**config.mk**
```make
export PLATFORM = sky130hd
export DESIGN_NAME = signed_int32_to_decimal_digits
export DESIGN_NICKNAME = d
export VERILOG_FILES = /design/src/sitdd_pkg.sv /design/src/sitdd_dabble_stage.sv /design/src/sitdd_align.sv /design/src/signed_int32_to_decimal_digits.sv
export SDC_FILE = /design/constraint.sdc
export NUM_CORES = 1
export LEC_CHECK = 0
export BUFFER_PORTS_ARGS = -buffer_cell sky130_fd_sc_hd__buf_2
export CORE_MARGIN = 2
export CORE_UTILIZATION = 39
export DETAILED_ROUTE_END_ITERATION = 16
export MAX_ROUTING_LAYER = met4
export PLACE_DENSITY_LB_ADDON = 0.1
export RECOVER_POWER = 100
export SLEW_MARGIN = 15
export SYNTH_ARGS = -nofsm -noshare
export SYNTH_HDL_FRONTEND = slang
export SYNTH_SLANG_ARGS = --single-unit
```
**constraint.sdc**
```tcl
create_clock -name clk -period 7.85 [get_ports clk]
set_input_delay 0 -clock clk [delete_from_list [all_inputs] [get_ports clk]]
set_output_delay 0 -clock clk [all_outputs]
set_load 0.005 [all_outputs]
```
**src/sitdd_pkg.sv**
```systemverilog
// Shared types and constants for the signed integer to decimal digit converter.
`timescale 1ns / 1ps

package sitdd_pkg;

    localparam int VALUE_W     = 32;
    localparam int DIGIT_W     = 4;
    localparam int DIGITS      = 10;
    localparam int BCD_W       = DIGITS * DIGIT_W;
    localparam int COUNT_W     = 4;
    localparam int STAGE_BITS  = 8;
    localparam int DABBLE_STGS = VALUE_W / STAGE_BITS;

    typedef struct packed {
        logic               valid;
        logic               non_negative;
        logic [BCD_W-1:0]   bcd;
        logic [VALUE_W-1:0] bin;
    } stage_t;

    typedef struct packed {
        logic               valid;
        logic               non_negative;
        logic [COUNT_W-1:0] digit_count;
        logic [BCD_W-1:0]   digits;
    } result_t;

endpackage

```
**src/sitdd_dabble_stage.sv**
```systemverilog
// One pipeline stage of the shift-and-add-3 conversion, eight binary bits per stage.
`timescale 1ns / 1ps

module sitdd_dabble_stage
(
    input  logic              clk,
    input  logic              rst_n,
    input  sitdd_pkg::stage_t in_s,
    output sitdd_pkg::stage_t out_s
);

    logic                          valid_reg;
    logic                          non_negative_reg;
    logic [sitdd_pkg::BCD_W-1:0]   bcd_reg;
    logic [sitdd_pkg::VALUE_W-1:0] bin_reg;
    logic [sitdd_pkg::BCD_W-1:0]   bcd_next;
    logic [sitdd_pkg::VALUE_W-1:0] bin_next;

    always_comb
    begin
        logic [sitdd_pkg::BCD_W-1:0]   b;
        logic [sitdd_pkg::VALUE_W-1:0] v;
        b = in_s.bcd;
        v = in_s.bin;
        for (int i = 0; i < sitdd_pkg::STAGE_BITS; i++)
        begin
            for (int j = 0; j < sitdd_pkg::DIGITS; j++)
            begin
                if (b[j*sitdd_pkg::DIGIT_W +: sitdd_pkg::DIGIT_W] >= 4'd5)
                begin
                    b[j*sitdd_pkg::DIGIT_W +: sitdd_pkg::DIGIT_W] =
                        b[j*sitdd_pkg::DIGIT_W +: sitdd_pkg::DIGIT_W] + 4'd3;
                end
            end
            b = {b[sitdd_pkg::BCD_W-2:0], v[sitdd_pkg::VALUE_W-1]};
            v = {v[sitdd_pkg::VALUE_W-2:0], 1'b0};
        end
        bcd_next = b;
        bin_next = v;
    end

    always_ff @(posedge clk or negedge rst_n)
    begin
        if (!rst_n)
        begin
            valid_reg <= 1'b0;
        end
        else
        begin
            valid_reg <= in_s.valid;
        end
    end

    always_ff @(posedge clk)
    begin
        non_negative_reg <= in_s.non_negative;
        bcd_reg          <= bcd_next;
        bin_reg          <= bin_next;
    end

    assign out_s.valid        = valid_reg;
    assign out_s.non_negative = non_negative_reg;
    assign out_s.bcd          = bcd_reg;
    assign out_s.bin          = bin_reg;

endmodule

```
**src/sitdd_align.sv**
```systemverilog
// Final stage: counts significant digits and left-justifies them.
`timescale 1ns / 1ps

module sitdd_align
(
    input  logic               clk,
    input  logic               rst_n,
    input  sitdd_pkg::stage_t  in_s,
    output sitdd_pkg::result_t out_r
);

    localparam logic [sitdd_pkg::COUNT_W-1:0] MaxDigits =
        sitdd_pkg::COUNT_W'(sitdd_pkg::DIGITS);

    logic                           valid_reg;
    logic                           non_negative_reg;
    logic [sitdd_pkg::COUNT_W-1:0]  count_reg;
    logic [sitdd_pkg::BCD_W-1:0]    digits_reg;
    logic [sitdd_pkg::COUNT_W-1:0]  count_next;
    logic [sitdd_pkg::BCD_W-1:0]    digits_next;

    always_comb
    begin
        logic [sitdd_pkg::COUNT_W-1:0] lz;
        logic                          found;
        lz    = '0;
        found = 1'b0;
        // leading zero digits, at most DIGITS-1 so zero keeps one digit
        for (int j = sitdd_pkg::DIGITS - 1; j > 0; j--)
        begin
            if (!found && in_s.bcd[j*sitdd_pkg::DIGIT_W +: sitdd_pkg::DIGIT_W] == '0)
            begin
                lz = lz + 1'b1;
            end
            else
            begin
                found = 1'b1;
            end
        end
        count_next  = MaxDigits - lz;
        digits_next = in_s.bcd << {lz, 2'b00};
    end

    always_ff @(posedge clk or negedge rst_n)
    begin
        if (!rst_n)
        begin
            valid_reg <= 1'b0;
        end
        else
        begin
            valid_reg <= in_s.valid;
        end
    end

    always_ff @(posedge clk)
    begin
        non_negative_reg <= in_s.non_negative;
        count_reg        <= count_next;
        digits_reg       <= digits_next;
    end

    assign out_r.valid        = valid_reg;
    assign out_r.non_negative = non_negative_reg;
    assign out_r.digit_count  = count_reg;
    assign out_r.digits       = digits_reg;

endmodule

```
**src/signed_int32_to_decimal_digits.sv**
```systemverilog
// Top level of the signed 32-bit to decimal digit converter.
`timescale 1ns / 1ps

// Fully pipelined: a transaction is taken whenever start is high, every cycle if
// wanted, and busy never rises. done rises when the value has passed the stages
// in order: one stage forms the magnitude, four stages of shift-and-add-3 take
// eight bits each, and one stage counts and left-justifies the digits. done lasts
// one cycle per transaction and cannot be held off, so the receiver must take
// each result in that cycle.
module signed_int32_to_decimal_digits
(
    input  logic                            clk,
    input  logic                            rst_n,
    input  logic                            start,
    output logic                            busy,
    input  logic signed [sitdd_pkg::VALUE_W-1:0] value,
    output logic                            done,
    output logic                            non_negative,
    output logic [sitdd_pkg::COUNT_W-1:0]   digit_count,
    output logic [sitdd_pkg::DIGIT_W-1:0]   digit_0,
    output logic [sitdd_pkg::DIGIT_W-1:0]   digit_1,
    output logic [sitdd_pkg::DIGIT_W-1:0]   digit_2,
    output logic [sitdd_pkg::DIGIT_W-1:0]   digit_3,
    output logic [sitdd_pkg::DIGIT_W-1:0]   digit_4,
    output logic [sitdd_pkg::DIGIT_W-1:0]   digit_5,
    output logic [sitdd_pkg::DIGIT_W-1:0]   digit_6,
    output logic [sitdd_pkg::DIGIT_W-1:0]   digit_7,
    output logic [sitdd_pkg::DIGIT_W-1:0]   digit_8,
    output logic [sitdd_pkg::DIGIT_W-1:0]   digit_9
);

    localparam int DW = sitdd_pkg::DIGIT_W;

    logic                          valid_reg;
    logic                          non_negative_reg;
    logic [sitdd_pkg::VALUE_W-1:0] mag_reg;
    logic [sitdd_pkg::VALUE_W-1:0] mag_next;

    sitdd_pkg::stage_t  stg [sitdd_pkg::DABBLE_STGS+1];
    sitdd_pkg::result_t res;

    assign busy     = 1'b0;
    assign mag_next = value[sitdd_pkg::VALUE_W-1] ? (~value + 1'b1) : value;

    always_ff @(posedge clk or negedge rst_n)
    begin
        if (!rst_n)
        begin
            valid_reg <= 1'b0;
        end
        else
        begin
            valid_reg <= start && !busy;
        end
    end

    always_ff @(posedge clk)
    begin
        non_negative_reg <= ~value[sitdd_pkg::VALUE_W-1];
        mag_reg          <= mag_next;
    end

    assign stg[0].valid        = valid_reg;
    assign stg[0].non_negative = non_negative_reg;
    assign stg[0].bcd          = '0;
    assign stg[0].bin          = mag_reg;

    for (genvar g = 0; g < sitdd_pkg::DABBLE_STGS; g++)
    begin : g_dabble
        sitdd_dabble_stage u_stage
        (
            .clk   (clk),
            .rst_n (rst_n),
            .in_s  (stg[g]),
            .out_s (stg[g+1])
        );
    end

    sitdd_align u_align
    (
        .clk   (clk),
        .rst_n (rst_n),
        .in_s  (stg[sitdd_pkg::DABBLE_STGS]),
        .out_r (res)
    );

    assign done         = res.valid;
    assign non_negative = res.non_negative;
    assign digit_count  = res.digit_count;
    assign digit_0      = res.digits[9*DW +: DW];
    assign digit_1      = res.digits[8*DW +: DW];
    assign digit_2      = res.digits[7*DW +: DW];
    assign digit_3      = res.digits[6*DW +: DW];
    assign digit_4      = res.digits[5*DW +: DW];
    assign digit_5      = res.digits[4*DW +: DW];
    assign digit_6      = res.digits[3*DW +: DW];
    assign digit_7      = res.digits[2*DW +: DW];
    assign digit_8      = res.digits[1*DW +: DW];
    assign digit_9      = res.digits[0 +: DW];

    a_latency: assert property (@(posedge clk) disable iff (!rst_n)
        start |-> ##6 done)
        else $error("result missing six cycles after start");

    a_no_spurious: assert property (@(posedge clk) disable iff (!rst_n)
        done |-> $past(start, 6))
        else $error("result without a transaction");

    a_count_range: assert property (@(posedge clk) disable iff (!rst_n)
        done |-> (digit_count >= 4'd1 && digit_count <= 4'd10))
        else $error("digit count out of range");

    a_leading_digit: assert property (@(posedge clk) disable iff (!rst_n)
        done && digit_count != 4'd1 |-> digit_0 != 4'd0)
        else $error("leading zero digit in multi-digit result");

    a_tail_zero: assert property (@(posedge clk) disable iff (!rst_n)
        done && digit_count != 4'd10 |-> digit_9 == 4'd0)
        else $error("unused digit position not zero");

endmodule
```
==> out/metrics.csv, run 1 <==
metric,value,unit
register area share after synthesis,18.3,%
ys flop type,dfxtp_1,
"EDFF count, synth",0,
Tcrit/Tclk final,91.3,%
met2 WL,29200,um
Final Hold Vio Count,0,
Yosys warning total,0,
Worst Setup End Kind,register,
Worst EP arrival,7.56,ns
Hold Buf Count CTS,65,
Vias/cell,5.69,
Mapped Nets,3685,
final setup vio count,0,
vias,25400,
router iterations before antenna repair,5,
worst hold path type,in2reg,
total CTS buffers,34,
M1 wire length,29800,um
Routed Wire Length,61700,um
Mapped Cells,3500,
Worst EP required,8.24,ns
largest net degree at the start of global routing,34,
Fmax,139,MHz
antenna violations before repair,1,
synthesized area,26100,um^2
Filler Cells Inserted,6658,
vias in the first global route,23500,
CTS tree,yes,
Routed WL per cell,13.8,um
failing checks,"max-capacitance violations, max-slew violations",
area growth from synthesis to layout,10.4,%
Bufs on Longest Clock Path,3,
"Slew Viols, Final",13,
Rows,94,
clk_lat worst skew,0.54,ns
Max Cap Viol,2,
asr flop ratio synth,2.52,%
layout cell share with drive strength beyond 1,9.39,%
H-tree Lvls,2,
Worst Skew,0.0288,ns
post-synth top area cell,dfxtp_1,
Post-DRT Antenna Nets,0,
Core Region,66100,um^2
GPL Wtd Cong,0.847,
slowest cell on the critical path,a21boi_0,
DP Wirelength,46600,um
I/O pins,82,
post-synthesis cell type count,141,
number of flip-flops in the largest register,102,
Chip Height,263,um
total congestion overflow,0,
Synth top area share,17.8,%
critical path type,reg2reg,
Yosys reg bits,238,
Relative slew margins,-9.92,%
Sink Count,238,
starting density of the core,39.5,%
initial drt markers,1518,
# DRC,0,
R2R Setup Slk,0.68,ns
Buffers on Ports,80,
Antenna diodes,0,
minimum clock period after layout,7.17,ns
"critical path fanouts, max",6,
clock slew at reported path FFs,0.06,ns
setup_tns,0,ns
CP startpoint kind,register,
cts repair resizes,0,
first-pass GRT wire length,106000,um
root buf cell,clkbuf_16,
outcome,"complete, but fails checks",
Nets,3762,
met3 WL post-DR,1800,um
crit-path max cell delay,0.45,ns
Area contributors post-synth,"dfxtp_1 (18%), ha_1 (7.2%), a21oi_1 (5.0%)",
die area,69100,um^2
actual slew at the worst max-slew pin,1.64,ns
Worst path most repeated cell,ha_1,
syn_area_per_cell,7.47,um^2
global-route usage over all layers,17.5,%
DR top layer,met4,
Post CTS Setup Buffer Count,0,
Die Wd,263,um
RSZ-0062 raised after global routing,no,
-- through the flow --
stage | hold WS [ns] | area [um^2] | setup slack (ns) | util [%] | instances
floorplan | -0.296 | 26100 | 1.55 | - | 3500
global placement | -0.176 | 27200 | 1.15 | 41.2 | 4340
detailed placement | -0.173 | 27200 | 0.885 | 41.2 | 4340
CTS | 0.0854 | 29000 | 0.864 | 43.9 | 4465
global route | 0.118 | 28900 | 0.0659 | 43.7 | 4465
finish | 0.117 | 28900 | 0.680 | 43.7 | 4465
-- placed cells by master, fill, tap and decap left out, types with 16 or more instances in the layout --
master,count
nand2_1,342
nor2_1,326
a21oi_1,263
dfxtp_1,232
o21ai_0,225
inv_1,196
ha_1,150
mux2i_1,115
xnor2_1,105
nand3_1,85
a211oi_1,78
nor3_1,78
nand2b_1,71
dlygate4sd3_1,65
o21ai_1,63
buf_2,58
nor2b_1,52
o211ai_1,47
mux2_2,46
o21a_1,43
o22ai_1,43
or3_1,43
a21o_1,42
and2_1,36
a31oi_1,35
clkbuf_16,35
clkbuf_1,30
and3_1,27
xor2_1,27
o31ai_1,24
a211o_1,22
a21boi_0,20
or2_2,19
o211a_1,19
o21bai_1,17
nor4_1,16
a22oi_1,16
o221ai_1,16
-- logic make-up (layout without fill, tap and decap cells) --
logic type               Yosys count  after routing  share of synthesized area [%]
adder cells (fa/ha/maj)          157            157                           7.45
buffers and inverters            320            421                           4.83
AND/OR/NAND/NOR                 1217           1217                           22.8
AO/OA/AOI/OAI                   1234           1234                           33.2
XOR/XNOR                         153            153                           5.84
flip-flops                       238            238                           18.3
other                              1              1                         0.0144
multiplexers                     180            180                           7.58
-- worst max-delay path, delay by kind of cell (launching register included) --
family,cells,cell delay [ns]
adder cells (fa/ha/maj),6,1.36
AND/OR/NAND/NOR,7,1.77
flip-flops,1,0.44
AO/OA/AOI/OAI,9,2.12
buffers and inverters,4,0.30
XOR/XNOR,5,1.02
-- cells in the mapped netlist, drive strengths merged (16+ instances only) --
cell type	instances
a211oi	86
a21boi	28
o211ai	49
o21bai	17
o21ai	293
and2	44
nor4	16
mux2i	125
o22ai	46
o221ai	16
o311ai	17
clkbuf	83
a22oi	18
xnor2	122
or2	42
nor3	82
buf	31
inv	205
a21oi	273
a31oi	39
or3	47
nor2	332
nor3b	16
mux2	54
nor2b	53
dfxtp	232
ha	150
a2bb2oi	17
nand2	344
o211a	21
xor2	29
nand3	87
o31ai	30
o21a	43
and3	28
a21o	42
a211o	23
nand2b	71
-- metal layers --
metal,global-route usage [%],vias to the layer above
met5,-,-
met4,4.12,0
met3,2.01,65
met2,30.2,393
met1,21.8,11800
li1,-,13100
-- path summary, 6_finish.rpt --
check                                                 from                         endpoint  cells past startpoint
max reg2reg                g_dabble[1].u_stage.bcd_reg[12]  g_dabble[2].u_stage.bcd_reg[28]                     31
max                        g_dabble[1].u_stage.bcd_reg[12]  g_dabble[2].u_stage.bcd_reg[28]                     31
max in group asynchronous                            rst_n                u_align.valid_reg                      3
min in group asynchronous                            rst_n    g_dabble[3].u_stage.valid_reg                      3
min                                                  start                        valid_reg                      2
min reg2reg                g_dabble[1].u_stage.bin_reg[21]  g_dabble[2].u_stage.bin_reg[29]                      0
-- layout make-up --
| class | instances | area, um^2 | share of cell area, % |
|---|---|---|---|
| clock buffers | 44 | 950 | 3.29 |
| well taps | 864 | 1080 | 3.75 |
| multi-input cells | 2942 | 20000 | 69.3 |
| repair buffers | 155 | 1080 | 3.76 |
| inverters | 206 | 773 | 2.68 |
| flip-flops and latches | 238 | 4790 | 16.6 |
| clock inverters | 16 | 181 | 0.629 |
Power of run 1 is not shown: default switching activity piles up to over one toggle a cycle in this logic, so the estimate is an artifact.
==> run 2, diff against run 1 <==
==> constraint.sdc (replaced) <==
create_clock -name clk -period 7.5 [get_ports clk]
set_input_delay 0 -clock clk [delete_from_list [all_inputs] [get_ports clk]]
set_output_delay 0 -clock clk [all_outputs]
set_load 0.005 [all_outputs]
==> run 2 against run 1 <==
Effect of this change: the flow still finishes with violations (max-capacitance violations, max-slew violations); via count is 0.23% lower; worst setup slack worse by 0.13 ns; global-route usage hardly changed; hold slack worse by 0.054 ns; non-clock buffer count is 1 higher; die area stayed put; routed wire length is 0.16% higher; count of clock-buffer cells in the layout is 11 lower; critical path depth is 2 higher; critical endpoint is now g_dabble[3].u_stage.bcd_reg[37].
==> out/metrics.csv, run 2 (synthesis gave the netlist of run 1 again) <==
metric,value,unit
area growth from synthesis to layout,10.3,%
Relative slew margins,-12.0,%
H-tree Lvls,1,
vias in the first global route,23600,
initial drt markers,1544,
clk_lat worst skew,0.59,ns
Sink Count,238,
Vias/cell,5.69,
antenna violations before repair,0,
die area,69100,um^2
Bufs on Longest Clock Path,3,
Worst EP arrival,7.41,ns
total congestion overflow,0,
Core Region,66100,um^2
root buf cell,clkbuf_16,
minimum clock period after layout,6.95,ns
slowest cell on the critical path,or3_1,
Routed Wire Length,61800,um
Buffers on Ports,80,
"Slew Viols, Final",47,
I/O pins,82,
Worst Skew,0.0243,ns
Die Wd,263,um
Nets,3758,
Max Cap Viol,2,
Chip Height,263,um
first-pass GRT wire length,106000,um
largest net degree at the start of global routing,34,
actual slew at the worst max-slew pin,1.67,ns
Tcrit/Tclk final,92.7,%
Worst EP required,7.96,ns
Worst Setup End Kind,register,
Final Hold Vio Count,0,
global-route usage over all layers,17.5,%
Fmax,144,MHz
crit-path max cell delay,0.44,ns
layout cell share with drive strength beyond 1,10.1,%
critical path type,reg2reg,
number of flip-flops in the largest register,102,
DP Wirelength,47100,um
GPL Wtd Cong,0.850,
vias,25400,
"commonest non-fill, non-tap cells in the layout","nand2_1 (342), nor2_1 (325), a21oi_1 (259)",
CP startpoint kind,register,
Worst path most repeated cell,ha_1,
outcome,"complete, but fails checks",
failing checks,"max-capacitance violations, max-slew violations",
Antenna diodes,0,
Post-DRT Antenna Nets,0,
setup_tns,0,ns
CTS tree,yes,
final setup vio count,0,
# DRC,0,
starting density of the core,39.5,%
worst hold path type,in2reg,
"most common cell after layout, fill and taps aside",nand2_1,
Routed WL per cell,13.9,um
clock slew at reported path FFs,0.06,ns
total CTS buffers,29,
Rows,94,
router iterations before antenna repair,5,
R2R Setup Slk,0.55,ns
"critical path fanouts, max",6,
-- run 2: cell count changes in the layout (fill, tap and decap cells not counted), sizes merged --
cell,before,now
clkinv,3,11
inv,213,211
dlygate4sd3,65,63
clkbuf,70,53
bufinv,2,1
buf,64,73
-- run 2: path summary, 6_finish.rpt --
path | start | to | cells past startpoint
max in group asynchronous | rst_n | g_dabble[0].u_stage.valid_reg | 3
min | start | valid_reg | 2
min in group asynchronous | rst_n | g_dabble[3].u_stage.valid_reg | 3
max reg2reg | g_dabble[2].u_stage.bcd_reg[24] | g_dabble[3].u_stage.bcd_reg[37] | 33
max | g_dabble[2].u_stage.bcd_reg[24] | g_dabble[3].u_stage.bcd_reg[37] | 33
min reg2reg | g_dabble[0].u_stage.bin_reg[24] | g_dabble[1].u_stage.bcd_reg[0] | 0
-- run 2: routing by layer --
layer  share of wire (%)  vias up  wire, um  GRT usage, %
li1                    -    13100         -             -
met1                  48    11800     29900          22.3
met2                  47      356     29300          30.3
met3                 2.7       53      1660          1.56
met4                 1.4        0       888          3.44
met5                   0        -         0             -
-- run 2: critical path, delay by kind of cell, from the launching register on --
| family | cells | cell delay (ns) |
|---|---|---|
| AOI/OAI and AO/OA | 9 | 2.08 |
| and+or+nand+nor | 8 | 1.57 |
| adders and majority gates | 6 | 1.38 |
| xor gates and xnor gates | 4 | 0.84 |
| DFF | 1 | 0.42 |
| buffers and inverters | 5 | 0.38 |
| muxes | 1 | 0.16 |
-- run 2: metrics by stage --
stage               setup WS (ns)  cell area (um^2)  std cells  utilization, %  hold WS (ns)
CTS                         0.461             28800       4460            43.6        0.0186
global route              -0.0716             28800       4460            43.6        0.0412
finish                      0.549             28800       4460            43.6        0.0638
floorplan                    1.20             26100       3500               -        -0.296
global placement            0.778             27200       4343            41.2        -0.176
detailed placement          0.517             27200       4343            41.2        -0.173
-- run 2: cell type report --
class	count	area [um^2]
Clock buffer	33	781
Clock inverter	21	194
Fill cell	6670	37300
Inverter	206	773
Multi-Input combinational cell	2942	20100
Sequential cell	238	4800
Tap cell	864	1080
Timing Repair Buffer	156	1090
-- run 2: what timing repair did --
item | 4_1_cts | 5_1_grt
gates resized for setup | 0 | 9
hold endpoints to repair | 40 | 0
endpoints found under the setup margin | 0 | 9
buffers inserted | 0 | 0
hold buffers | 63 | 0
Power of run 2 is left out for the same reason.
==> run 3, diff against run 2 <==
--- a/config.mk
+++ b/config.mk
@@ -5,10 +5,10 @@
 export SDC_FILE = /design/constraint.sdc
 export NUM_CORES = 1
 export LEC_CHECK = 0
-export BUFFER_PORTS_ARGS = -buffer_cell sky130_fd_sc_hd__buf_2
 export CORE_MARGIN = 2
 export CORE_UTILIZATION = 39
 export DETAILED_ROUTE_END_ITERATION = 16
+export DONT_BUFFER_PORTS = 1
 export MAX_ROUTING_LAYER = met4
 export PLACE_DENSITY_LB_ADDON = 0.1
 export RECOVER_POWER = 100
==> run 3 against run 2 <==
Effect of this change: the flow still finishes with violations (max-capacitance violations, max-slew violations); first-iteration DRC count is 3.8% higher; design area decreased by 0.84%; global-route usage grew 0.21 points; worst setup slack improved by 0.016 ns; critical path type unchanged; register-to-register slack gained 0.02 ns; sequential cell count is the same; critical path depth is 6 lower; count of clock-buffer cells in the layout is 3 higher; hold slack worse by 0.018 ns; non-clock buffer count decreased by 74; fmax up 0.24%; cell count decreased by 1.6%.
==> out/metrics.csv, run 3 (synthesis gave the netlist of run 1 again) <==
metric,value,unit
Worst Skew,0.0209,ns
number of flip-flops in the largest register,102,
worst setup margin,0.566,ns
Max Cap Viol,2,
Rows,94,
Relative slew margins,-50.3,%
cells on worst reg2reg path,27,
I/O pins,82,
minimum clock period after layout,6.93,ns
vias in the first global route,23600,
"critical path fanouts, max",10,
clock slew at reported path FFs,0.06,ns
initial drt markers,1602,
Final Hold Vio Count,0,
router iterations before antenna repair,7,
Sink Count,238,
antenna violations before repair,0,
area growth from synthesis to layout,9.42,%
# DRC,0,
"commonest non-fill, non-tap cells in the layout","nand2_1 (342), nor2_1 (327), a21oi_1 (259)",
actual slew at the worst max-slew pin,2.25,ns
CP startpoint kind,register,
critical path type,reg2reg,
Placed Instances,4266,
Filler Cells Inserted,6637,
R2R Setup Slk,0.57,ns
layout cell share with drive strength beyond 1,8.48,%
H-tree Lvls,1,
die area,69100,um^2
CTS tree,yes,
global-route usage over all layers,17.7,%
vias,25200,
DP Wirelength,46800,um
Hold Crit Start,value[21],
Die Wd,263,um
total CTS buffers,31,
root buf cell,clkbuf_16,
Area after DPL,26900,um^2
Critical R2R Capture,g_dabble[3].u_stage.bcd_reg[31],
WHS Endpoint,mag_reg[28],
worst hold path type,in2reg,
final setup vio count,0,
outcome,"complete, but fails checks",
Tcrit/Tclk final,92.5,%
"Slew Viols, Final",61,
"most common cell after layout, fill and taps aside",nand2_1,
RSZ-0062 raised after global routing,no,
Buffers on Ports,0,
Worst EP arrival,7.40,ns
failing checks,"max-capacitance violations, max-slew violations",
Worst Hold Path Cells,4,
Antenna diodes,0,
Routed WL per cell,14.2,um
Core Region,66100,um^2
setup_tns,0,ns
Bufs on Longest Clock Path,3,
Fmax,144,MHz
Nets,3686,
first-pass GRT wire length,107000,um
total congestion overflow,0,
largest net degree at the start of global routing,48,
Chip Height,263,um
Worst setup startpoint,g_dabble[2].u_stage.bcd_reg[21],
Post-DRT Antenna Nets,0,
Vias/cell,5.73,
Routed Wire Length,62100,um
clk_lat worst skew,0.59,ns
starting density of the core,39.5,%
Worst EP required,7.97,ns
pre-CTS WS,0.456,ns
post-route cell area,28600,um^2
Worst Setup End Kind,register,
FF-to-FF Start,g_dabble[2].u_stage.bcd_reg[21],
GPL Wtd Cong,0.864,
Final Instance Count excl. Fillers,4389,
[run 3: repair_timing]
item	in CTS	in global routing
hold buffers	64	0
gates resized for setup	0	7
buffers inserted	0	1
setup endpoints to repair	0	8
hold endpoints to repair	40	0
[run 3: cell type report]
| cell class | instances | area [um^2] | share of cell area, % |
|---|---|---|---|
| flip-flops and latches | 238 | 4800 | 16.8 |
| multi-input cells | 2942 | 20100 | 70.2 |
| well taps | 864 | 1080 | 3.78 |
| clock buffers | 36 | 846 | 2.96 |
| clock inverters | 21 | 264 | 0.923 |
| inverters | 206 | 773 | 2.70 |
| repair buffers | 82 | 754 | 2.64 |
[run 3: worst max path at each step]
stage / end / slack, ns / cells past startpoint
finish: g_dabble[3].u_stage.bcd_reg[31] / 0.57 / 27
global route: g_dabble[3].u_stage.bcd_reg[25] / 0.008 / 31
CTS: g_dabble[3].u_stage.bcd_reg[38] / 0.40 / 33
detailed placement: g_dabble[3].u_stage.bcd_reg[37] / 0.46 / 33
global placement: g_dabble[3].u_stage.bcd_reg[38] / 0.79 / 33
floorplan: g_dabble[3].u_stage.bcd_reg[37] / 1.20 / 34
[run 3: per-layer routing]
metal	GRT usage (%)	routed length, um	up-vias
met2	30.9	29400	383
met1	22.4	29900	11800
met5	-	0	-
li1	-	-	13000
met3	1.67	1850	54
met4	3.26	930	0
[run 3: critical path, cell delays in order (launching register included)]
cell,delay [ns]
dfxtp_1,0.35
inv_1,0.07
ha_1,0.19
and2b_1,0.25
a2bb2oi_1,0.33
a211oi_1,0.14
o21ai_1,0.53
and2_0,0.31
ha_1,0.25
o211ai_1,0.11
a32oi_1,0.26
or2_1,0.19
inv_1,0.09
ha_1,0.25
nor4_1,0.29
mux2i_1,0.11
o211a_1,0.14
o32a_1,0.42
a21oi_1,0.45
nor2_1,0.14
ha_1,0.32
o311a_1,0.37
a31o_2,0.28
nand2b_1,0.20
and2_1,0.19
a31oi_2,0.22
nor2_1,0.08
mux2_1,0.30
[run 3: per-stage QoR]
stage | hold WS, ns | utilization (%)
final | 0.0453 | 43.3
after global routing | 0.0726 | 43.3
after CTS | 0.00673 | 43.3
after detailed placement | -0.295 | 40.6
after global placement | -0.295 | 40.6
after floorplan | -0.296 | -
Power of run 3 is left out for the same reason.
